--- src/hw/rtl/abfp_pkg.sv ---
// Shared types, codes and helpers of the attractor basin fate predictor.
package abfp_pkg;

  localparam int MAX_ATTRACTORS_DEF = 8;
  localparam int FRAC_BITS_DEF      = 24;

  localparam logic [30:0] SMAX31 = 31'h7fff_ffff;

  // Configuration register indexes.
  typedef enum logic [2:0] {
    REG_TICK   = 3'd0,
    REG_RADIUS = 3'd1,
    REG_DRAG   = 3'd2,
    REG_FORCE  = 3'd3,
    REG_COUNT  = 3'd4,
    REG_LIMIT  = 3'd5
  } cfg_reg_t;

  typedef struct packed {
    logic [30:0] tick;
    logic [30:0] radius;
    logic [24:0] drag;
    logic [30:0] force_k;
    logic [3:0]  count;
    logic [15:0] limit;
  } cfg_t;

  typedef enum logic [3:0] {
    ST_IDLE,
    ST_STEP,
    ST_V2,
    ST_ATTR,
    ST_DIR,
    ST_SQD,
    ST_CHECK,
    ST_MAGW,
    ST_SCALE,
    ST_PMUL,
    ST_PDIV,
    ST_PWAIT,
    ST_DRAG,
    ST_MOVE,
    ST_DONE
  } state_t;

  typedef enum logic [4:0] {
    OP_NONE,
    OP_WRITE,
    OP_LOAD,
    OP_SQ_V,
    OP_RD,
    OP_DIR,
    OP_SQ_D,
    OP_START,
    OP_MAG_SAVE,
    OP_SCALE,
    OP_PUSH_MUL,
    OP_DIV_PUSH,
    OP_PUSH_APPLY,
    OP_DRAG,
    OP_MOVE,
    OP_RES_HIT,
    OP_RES_MISS
  } op_t;

  typedef struct packed {
    op_t        op;
    logic [1:0] k;
  } cmd_t;

  typedef struct packed {
    logic capt;
    logic szero;
    logic div_done;
    logic sqrt_done;
  } status_t;

  function automatic logic signed [31:0] sat32(input logic signed [65:0] v);
    if (v > 66'sd2147483647) begin
      return 32'sh7fff_ffff;
    end else if (v < -66'sd2147483648) begin
      return 32'sh8000_0000;
    end else begin
      return v[31:0];
    end
  endfunction

endpackage

--- src/hw/rtl/abfp_ctrl.sv ---
// Controller: sequences steps, attractor visits and result hand-off.
module abfp_ctrl
  import abfp_pkg::*;
#(
  parameter int MAX_ATTRACTORS = MAX_ATTRACTORS_DEF,
  localparam int IW = (MAX_ATTRACTORS > 1) ? $clog2(MAX_ATTRACTORS) : 1
) (
  input  logic          clk,
  input  logic          rst_n,
  input  logic          in_tvalid,
  input  logic          in_mode,
  output logic          in_tready,
  output logic          out_tvalid,
  input  logic          out_tready,
  input  cfg_t          cfg,
  input  status_t       status,
  output cmd_t          cmd,
  output logic [IW-1:0] rd_addr
);
  localparam int CW = $clog2(MAX_ATTRACTORS + 1);

  state_t        state_r, state_nxt;
  logic [1:0]    k_r, k_nxt;
  logic [CW-1:0] idx_r, idx_nxt;
  logic [15:0]   step_r, step_nxt;
  logic          hit_r, hit_nxt;
  logic          out_valid_r, out_valid_nxt;
  logic [CW-1:0] n_act;
  logic          in_acc, slot_free, both_done;

  assign n_act     = (int'(cfg.count) > MAX_ATTRACTORS) ? CW'(MAX_ATTRACTORS) : CW'(cfg.count);
  assign in_acc    = in_tvalid && (state_r == ST_IDLE);
  assign slot_free = !out_valid_r || out_tready;
  assign both_done = status.div_done && status.sqrt_done;

  always_comb begin
    state_nxt     = state_r;
    k_nxt         = k_r;
    idx_nxt       = idx_r;
    step_nxt      = step_r;
    hit_nxt       = hit_r;
    out_valid_nxt = out_valid_r && !out_tready;
    case (state_r)
      ST_IDLE: begin
        if (in_acc && in_mode) begin
          state_nxt = ST_STEP;
          step_nxt  = '0;
        end
      end
      ST_STEP: begin
        if (step_r == cfg.limit) begin
          hit_nxt   = 1'b0;
          state_nxt = ST_DONE;
        end else begin
          k_nxt     = 2'd0;
          state_nxt = ST_V2;
        end
      end
      ST_V2: begin
        if (k_r == 2'd2) begin
          idx_nxt   = '0;
          state_nxt = ST_ATTR;
        end else begin
          k_nxt = k_r + 2'd1;
        end
      end
      ST_ATTR: begin
        k_nxt     = 2'd0;
        state_nxt = (idx_r == n_act) ? ST_DRAG : ST_DIR;
      end
      ST_DIR: state_nxt = ST_SQD;
      ST_SQD: begin
        if (k_r == 2'd2) begin
          state_nxt = ST_CHECK;
        end else begin
          k_nxt = k_r + 2'd1;
        end
      end
      ST_CHECK: begin
        if (status.capt) begin
          hit_nxt   = 1'b1;
          state_nxt = ST_DONE;
        end else if (status.szero) begin
          idx_nxt   = idx_r + 1'b1;
          state_nxt = ST_ATTR;
        end else begin
          state_nxt = ST_MAGW;
        end
      end
      ST_MAGW: begin
        if (both_done) begin
          state_nxt = ST_SCALE;
        end
      end
      ST_SCALE: begin
        k_nxt     = 2'd0;
        state_nxt = ST_PMUL;
      end
      ST_PMUL: state_nxt = ST_PDIV;
      ST_PDIV: state_nxt = ST_PWAIT;
      ST_PWAIT: begin
        if (status.div_done) begin
          if (k_r == 2'd2) begin
            idx_nxt   = idx_r + 1'b1;
            state_nxt = ST_ATTR;
          end else begin
            k_nxt     = k_r + 2'd1;
            state_nxt = ST_PMUL;
          end
        end
      end
      ST_DRAG: begin
        if (k_r == 2'd2) begin
          k_nxt     = 2'd0;
          state_nxt = ST_MOVE;
        end else begin
          k_nxt = k_r + 2'd1;
        end
      end
      ST_MOVE: begin
        if (k_r == 2'd2) begin
          step_nxt  = step_r + 16'd1;
          state_nxt = ST_STEP;
        end else begin
          k_nxt = k_r + 2'd1;
        end
      end
      ST_DONE: begin
        if (slot_free) begin
          out_valid_nxt = 1'b1;
          state_nxt     = ST_IDLE;
        end
      end
      default: state_nxt = ST_IDLE;
    endcase
  end

  always_comb begin
    cmd.k  = k_r;
    cmd.op = OP_NONE;
    case (state_r)
      ST_IDLE:  cmd.op = in_acc ? (in_mode ? OP_LOAD : OP_WRITE) : OP_NONE;
      ST_V2:    cmd.op = OP_SQ_V;
      ST_ATTR:  cmd.op = (idx_r != n_act) ? OP_RD : OP_NONE;
      ST_DIR:   cmd.op = OP_DIR;
      ST_SQD:   cmd.op = OP_SQ_D;
      ST_CHECK: cmd.op = (!status.capt && !status.szero) ? OP_START : OP_NONE;
      ST_MAGW:  cmd.op = both_done ? OP_MAG_SAVE : OP_NONE;
      ST_SCALE: cmd.op = OP_SCALE;
      ST_PMUL:  cmd.op = OP_PUSH_MUL;
      ST_PDIV:  cmd.op = OP_DIV_PUSH;
      ST_PWAIT: cmd.op = status.div_done ? OP_PUSH_APPLY : OP_NONE;
      ST_DRAG:  cmd.op = OP_DRAG;
      ST_MOVE:  cmd.op = OP_MOVE;
      ST_DONE:  cmd.op = slot_free ? (hit_r ? OP_RES_HIT : OP_RES_MISS) : OP_NONE;
      default:  cmd.op = OP_NONE;
    endcase
  end

  always_ff @(posedge clk) begin
    if (!rst_n) begin
      state_r     <= ST_IDLE;
      k_r         <= '0;
      idx_r       <= '0;
      step_r      <= '0;
      hit_r       <= 1'b0;
      out_valid_r <= 1'b0;
    end else begin
      state_r     <= state_nxt;
      k_r         <= k_nxt;
      idx_r       <= idx_nxt;
      step_r      <= step_nxt;
      hit_r       <= hit_nxt;
      out_valid_r <= out_valid_nxt;
    end
  end

  assign rd_addr    = idx_r[IW-1:0];
  assign in_tready  = (state_r == ST_IDLE);
  assign out_tvalid = out_valid_r;

  a_res_slot: assert property (@(posedge clk) disable iff (!rst_n)
    (cmd.op == OP_RES_HIT || cmd.op == OP_RES_MISS) |-> (!out_valid_r || out_tready))
    else $error("result loaded over a pending result");

  a_pwait_order: assert property (@(posedge clk) disable iff (!rst_n)
    (state_r == ST_PWAIT) |-> ($past(state_r) == ST_PDIV || $past(state_r) == ST_PWAIT))
    else $error("push wait entered without a division start");

  a_capture: assert property (@(posedge clk) disable iff (!rst_n)
    (state_r == ST_CHECK && status.capt) |=> (state_r == ST_DONE && hit_r))
    else $error("capture did not lead to a hit result");

endmodule

--- config.mk ---
export PLATFORM = sky130hd
export DESIGN_NAME = abfp_ctrl
export DESIGN_NICKNAME = d
export VERILOG_FILES = /design/src/hw/rtl/abfp_pkg.sv /design/src/hw/rtl/abfp_ctrl.sv
export SDC_FILE = /design/constraint.sdc
export NUM_CORES = 1
export LEC_CHECK = 0
export BUFFER_PORTS_ARGS = -buffer_cell sky130_fd_sc_hd__buf_2
export CAP_MARGIN = 10
export CELL_PAD_IN_SITES_DETAIL_PLACEMENT = 2
export CELL_PAD_IN_SITES_GLOBAL_PLACEMENT = 2
export CORE_MARGIN = 3
export CORE_UTILIZATION = 21
export CTS_CLUSTER_DIAMETER = 40
export CTS_CLUSTER_SIZE = 12
export DETAILED_ROUTE_END_ITERATION = 12
export PLACE_DENSITY = 0.87
export SLEW_MARGIN = 10
export SYNTH_ARGS = -nofsm -noshare
export SYNTH_HDL_FRONTEND = slang
export SYNTH_SLANG_ARGS = --single-unit
--- constraint.sdc ---
create_clock -name clk -period 4 [get_ports clk]
set_input_delay 0.8 -clock clk [delete_from_list [all_inputs] [get_ports clk]]
set_output_delay 0.8 -clock clk [all_outputs]
set_load 0.05 [all_outputs]
; ---- After elaboration in Yosys (flattened, before gate mapping)
; Index checks and enable logic that the tools add are counted.
[op_classes]
n_addsub = 3
n_lt_le_gt_ge = 1
eq_ne = 32
muxes = 43
reduce_logical = 22
[op_table]
columns = cell, n
row1 = 4-bit two-way mux, 20
row2 = 5-bit one-hot mux with 14 select lines, 1
row3 = 4-bit one-hot mux with 15 select lines, 1
row4 = 16-bit two-way mux, 2
row5 = 16-bit one-hot mux with 2 select lines, 1
row6 = "4-bit == test, second input constant", 7
row7 = "2-bit != test, second input constant", 13
row8 = "16-bit by 1-bit adder with 16-bit output, second input constant", 1
row9 = 16-bit == test, 1
row10 = "4-bit by 3-bit == test with 1-bit output, second input constant", 4
row11 = 2-bit two-way mux, 6
row12 = 4-bit one-hot mux with 3 select lines, 1
row13 = 5-bit two-way mux, 2
row14 = 2-bit one-hot mux with 5 select lines, 1
row15 = 3-bit two-way mux, 3
row16 = 3-bit AND reduction, 3
row17 = "4-bit by 2-bit == test with 1-bit output, second input constant", 2
row18 = 8-bit AND reduction, 1
row19 = 6-bit AND reduction, 1
row20 = 1-bit logical AND, 5
row21 = 5-bit nonzero test, 1
row22 = "4-bit by 1-bit adder with 4-bit output, second input constant", 1
row23 = "4-bit by 1-bit == test with 1-bit output, second input constant", 1
row24 = 4-bit == test, 1
row25 = 14 further kinds, 21
[totals]
reg_bits = 28
inputBits = 147

; ---- Depth between registers and ports, before layout
[depth]
ltp_word = 5
depth_mapped = 9

; ---- Worst setup path after synthesis
; No wires, ideal clock.
[synth_path]
kind = in2out
startpoint = input port out_tready
endpoint = output port cmd[6] in the netlist's numbering
arrival_ps = 2381
required_time_ps = 3200
path_slack_ps = 819
stages = 2
path_buffers = 0
path_cell_list = nor2b_1 nor4_1
[synth_lines]
columns = element, line_no
row1 = from (decl), abfp_ctrl.sv:14  ; input logic out_tready,
row2 = to (decl), abfp_ctrl.sv:17  ; output cmd_t cmd,

==> summary.md <==
| Metric | Value |
|---|---|
| Setup CP Type | `reg2out` |
| Post-synthesis async set-or-reset flop share | `0` |
| Die area | `~11,000 um2` |
| Hold-fix buffers at CTS | `0` |
| Pre-CTS setup slack | `around 1100 ps` |
| Flop2flop setup slack | `about 1400 ps` |
| Slew Limit Fails | `0` |
| Synth area leaders | `dfxtp_1 (27%), xor2_1 (10%), nand3_1 (4.4%), xnor2_1 (4.2%), nand2_1 (4.2%)` |
| P&R area growth vs syn | `16.76%` |
| Slew margin rel. | `0.3259` |
| Final Setup Violations | `0` |
| Final hold violation count | `0` |
| Crit Path Max Fanout | `29` |
| Aggregate global routing overflow | `0` |
| Vias in the first global route | `2,067` |
| NumNets Final | `436` |
| PwrDens | `288.6 nW/um2` |
| Hold crit path type | `reg2reg` |
| RD Place Congestion | `roughly 0.8` |
| Yosys top cell by area | `dfxtp_1` |
| Mapped Cells | `around 260` |
| Post-synth EDFFs | `0` |
| N_diodes | `0` |
| Die Height | `~110 um` |
| Skew final | `~4.5 ps` |
| Crit. End Element | `primary output` |
| H-tree levels | `1` |
| Drt via density | `4.694` |
| 1st-pass router iterations | `4` |
| Worst r2r src | `state_r[2]$_SDFFE_PN0P_` |
| # DRC | `0` |
| Clock-pin slew on the worst setup and hold paths | `110 ps` |
| Status | `complete, no violations` |
| Worst Tran Pin Value | `1010 ps` |
| Register bit total from synthesis | `28` |
| Critical Path RT | `3200 ps` |
| Num CTS Buffers | `3` |
| Mean Syn Cell Area | `8.111 um2` |
| DRT iter0 DRCs | `53` |
| Syn Std Cell Area | `about 2100 um2` |
| Peak VDD IR | `roughly 0.13 mV` |
| F_max | `326.9 MHz` |
| Postcts setup bufs | `0` |
| TritonCTS clock tree | `done` |
| Critical Path AT | `about 2300 ps` |
| GRT Overall Usage | `0.1141` |
| Sum of negative setup slack | `0 ps` |
| Setup slack after layout | `940.9 ps` |
| WL/cell | `15.23 um` |
| Worst hold start | `k_r[1]$_SDFFE_PN0P_` |
| Final worst path period share | `0.7648` |
| Post-layout minimum cycle time | `3059 ps` |
| Final antenna-violating net count | `0` |
| Max_cap viols | `0` |
| Post-synthesis sequential area ratio | `0.2710` |
| Syn Nets | `approximately 410` |
| Main flop type after synthesis | `dfxtp_1` |
| Synthesis warning total | `0` |
| Crit start category | `flop` |
| Clock Sinks | `28` |
| Share of the synthesized area in the top cell type | `0.2710` |
| Post-detail-place hpwl | `4.887 mm` |
| Initial core utilization | `0.2197` |
| I/O Pins | `159` |
| Clock buffer depth | `2` |
| Vias | `1,934` |
| RSZ-0062 raised after global routing | `no` |
| Latest clock arrival within the worst-skew pair | `280 ps` |
| PortBufs | `40` |
| Synth cell types | `49` |
| Share of cells above drive strength 1 | `0.1943` |
| Leak pwr | `~0.95 nW` |
| Post-route core utilization | `0.2565` |
| Final WL | `6.276 mm` |
| Largest net degree at the start of global routing | `30` |
| Root Buffer | `clkbuf_8` |
| Die Width | `105.2 um` |
| Row count | `35` |
| Initial antenna violation count | `0` |
| Number of resized instances in the post-cts repair step | `0` |
| Core box area | `about 9400 um2` |
| First-pass GRT wire length | `about 10 mm` |
| Worst setup path startpoint | `state_r[2]$_SDFFE_PN0P_` |
-- area by class of cell --
| cell class | instances | area, um2 |
|---|---|---|
| clock buffers | 3 | 41.29 |
| multi-input cells | 202 | 1380 |
| clock inverters | 1 | 30.03 |
| well taps | 129 | 161.4 |
| repair buffers | 42 | 215.2 |
| fillers | 1137 | 7000 |
| flip-flops and latches | 28 | 560.5 |
| inverters | 7 | 26.28 |
-- registers in the layout (all words and copies together), names as in the netlist --
name	count
hit_r	1
idx_r	4
k_r	2
out_tvalid	1
state_r	4
step_r	16
-- Yosys cell counts (3+ instances only) --
master    instances
dfxtp_1          28
xor2_1           24
nand2_1          23
nor2_1           21
nand3_1          18
clkbuf_1         10
nor2b_1          10
xnor2_1          10
a21oi_1           8
inv_1             7
o21ai_0           7
o31ai_1           7
and3_1            5
buf_4             5
ha_1              5
nand4_1           5
o22ai_1           5
mux2i_1           4
nor3_1            4
a22o_1            3
and2_1            3
nand2b_1          3
nor4_1            3
o211ai_1          3
o21a_1            3
-- worst max-delay path: stages (launching register included) --
cell      delay (ps)
dfxtp_1         1010
o31ai_1          180
o21ai_0          400
o211ai_1         140
buf_2            250
-- path summary, 6_finish.rpt --
path | end | cells past startpoint
setup / recovery | cmd[3] | 4
hold / removal | k_r[1]$_SDFFE_PN0P_ | 2
setup reg to reg | idx_r[2]$_SDFFE_PN0P_ | 6
hold reg to reg | k_r[1]$_SDFFE_PN0P_ | 2
-- per-layer routing --
metal / vias up / global-route usage / routed length (um)
met5: - / 0 / 0
met4: 0 / 0.01406 / 25
met3: 2 / 0.02327 / 287
met2: 39 / 0.2040 / 3022
met1: 944 / 0.1447 / 2940
li1: 949 / - / -
-- cells by family after synthesis --
family / share of synthesized area
AND/OR/NAND/NOR: 0.2898
AO/OA/AOI/OAI: 0.1706
XOR/XNOR: 0.1518
flip-flops: 0.2710
buffers and inverters: 0.06171
multiplexers: 0.02480
adder cells (fa/ha/maj): 0.03025
-- power by group --
group	switching, W	leakage [nW]	total (W)	internal, W
registers	0.00000892	0.226	0.000292	0.000283
clock network	0.000104	0.0357	0.000238	0.000134
logic	0.000105	0.684	0.000166	0.0000610
-- cells in the final DEF, fill, tap and decap left out, types with 4 or more instances in the layout --
master   Yosys  layout
nand3_1     18      18
o31ai_1      7       7
o22ai_1      5       5
inv_1        7       7
nand4_1      5       5
xnor2_1     10      10
buf_2        0      40
xor2_1      24      24
a21oi_1      8       8
nor2b_1     10      10
nor3_1       4       4
nand2_1     23      23
o21ai_0      7       7
ha_1         5       5
dfxtp_1     28      28
nor2_1      21      21
and3_1       5       5
mux2i_1      4       4
-- metrics by stage --
step                cell area (um2)  total power [W]  hold WS, ps  cells
finish                         2415        0.0006969        503.1    412
global route                   2415        0.0007338        566.1    412
CTS                            2415        0.0007076        515.2    412
detailed placement             2344        0.0004666        497.0    408
global placement               2344        0.0004599        489.2    408
floorplan                      2068        0.0004186        498.4    255
Note: power is estimated with default switching activity, not from simulation.
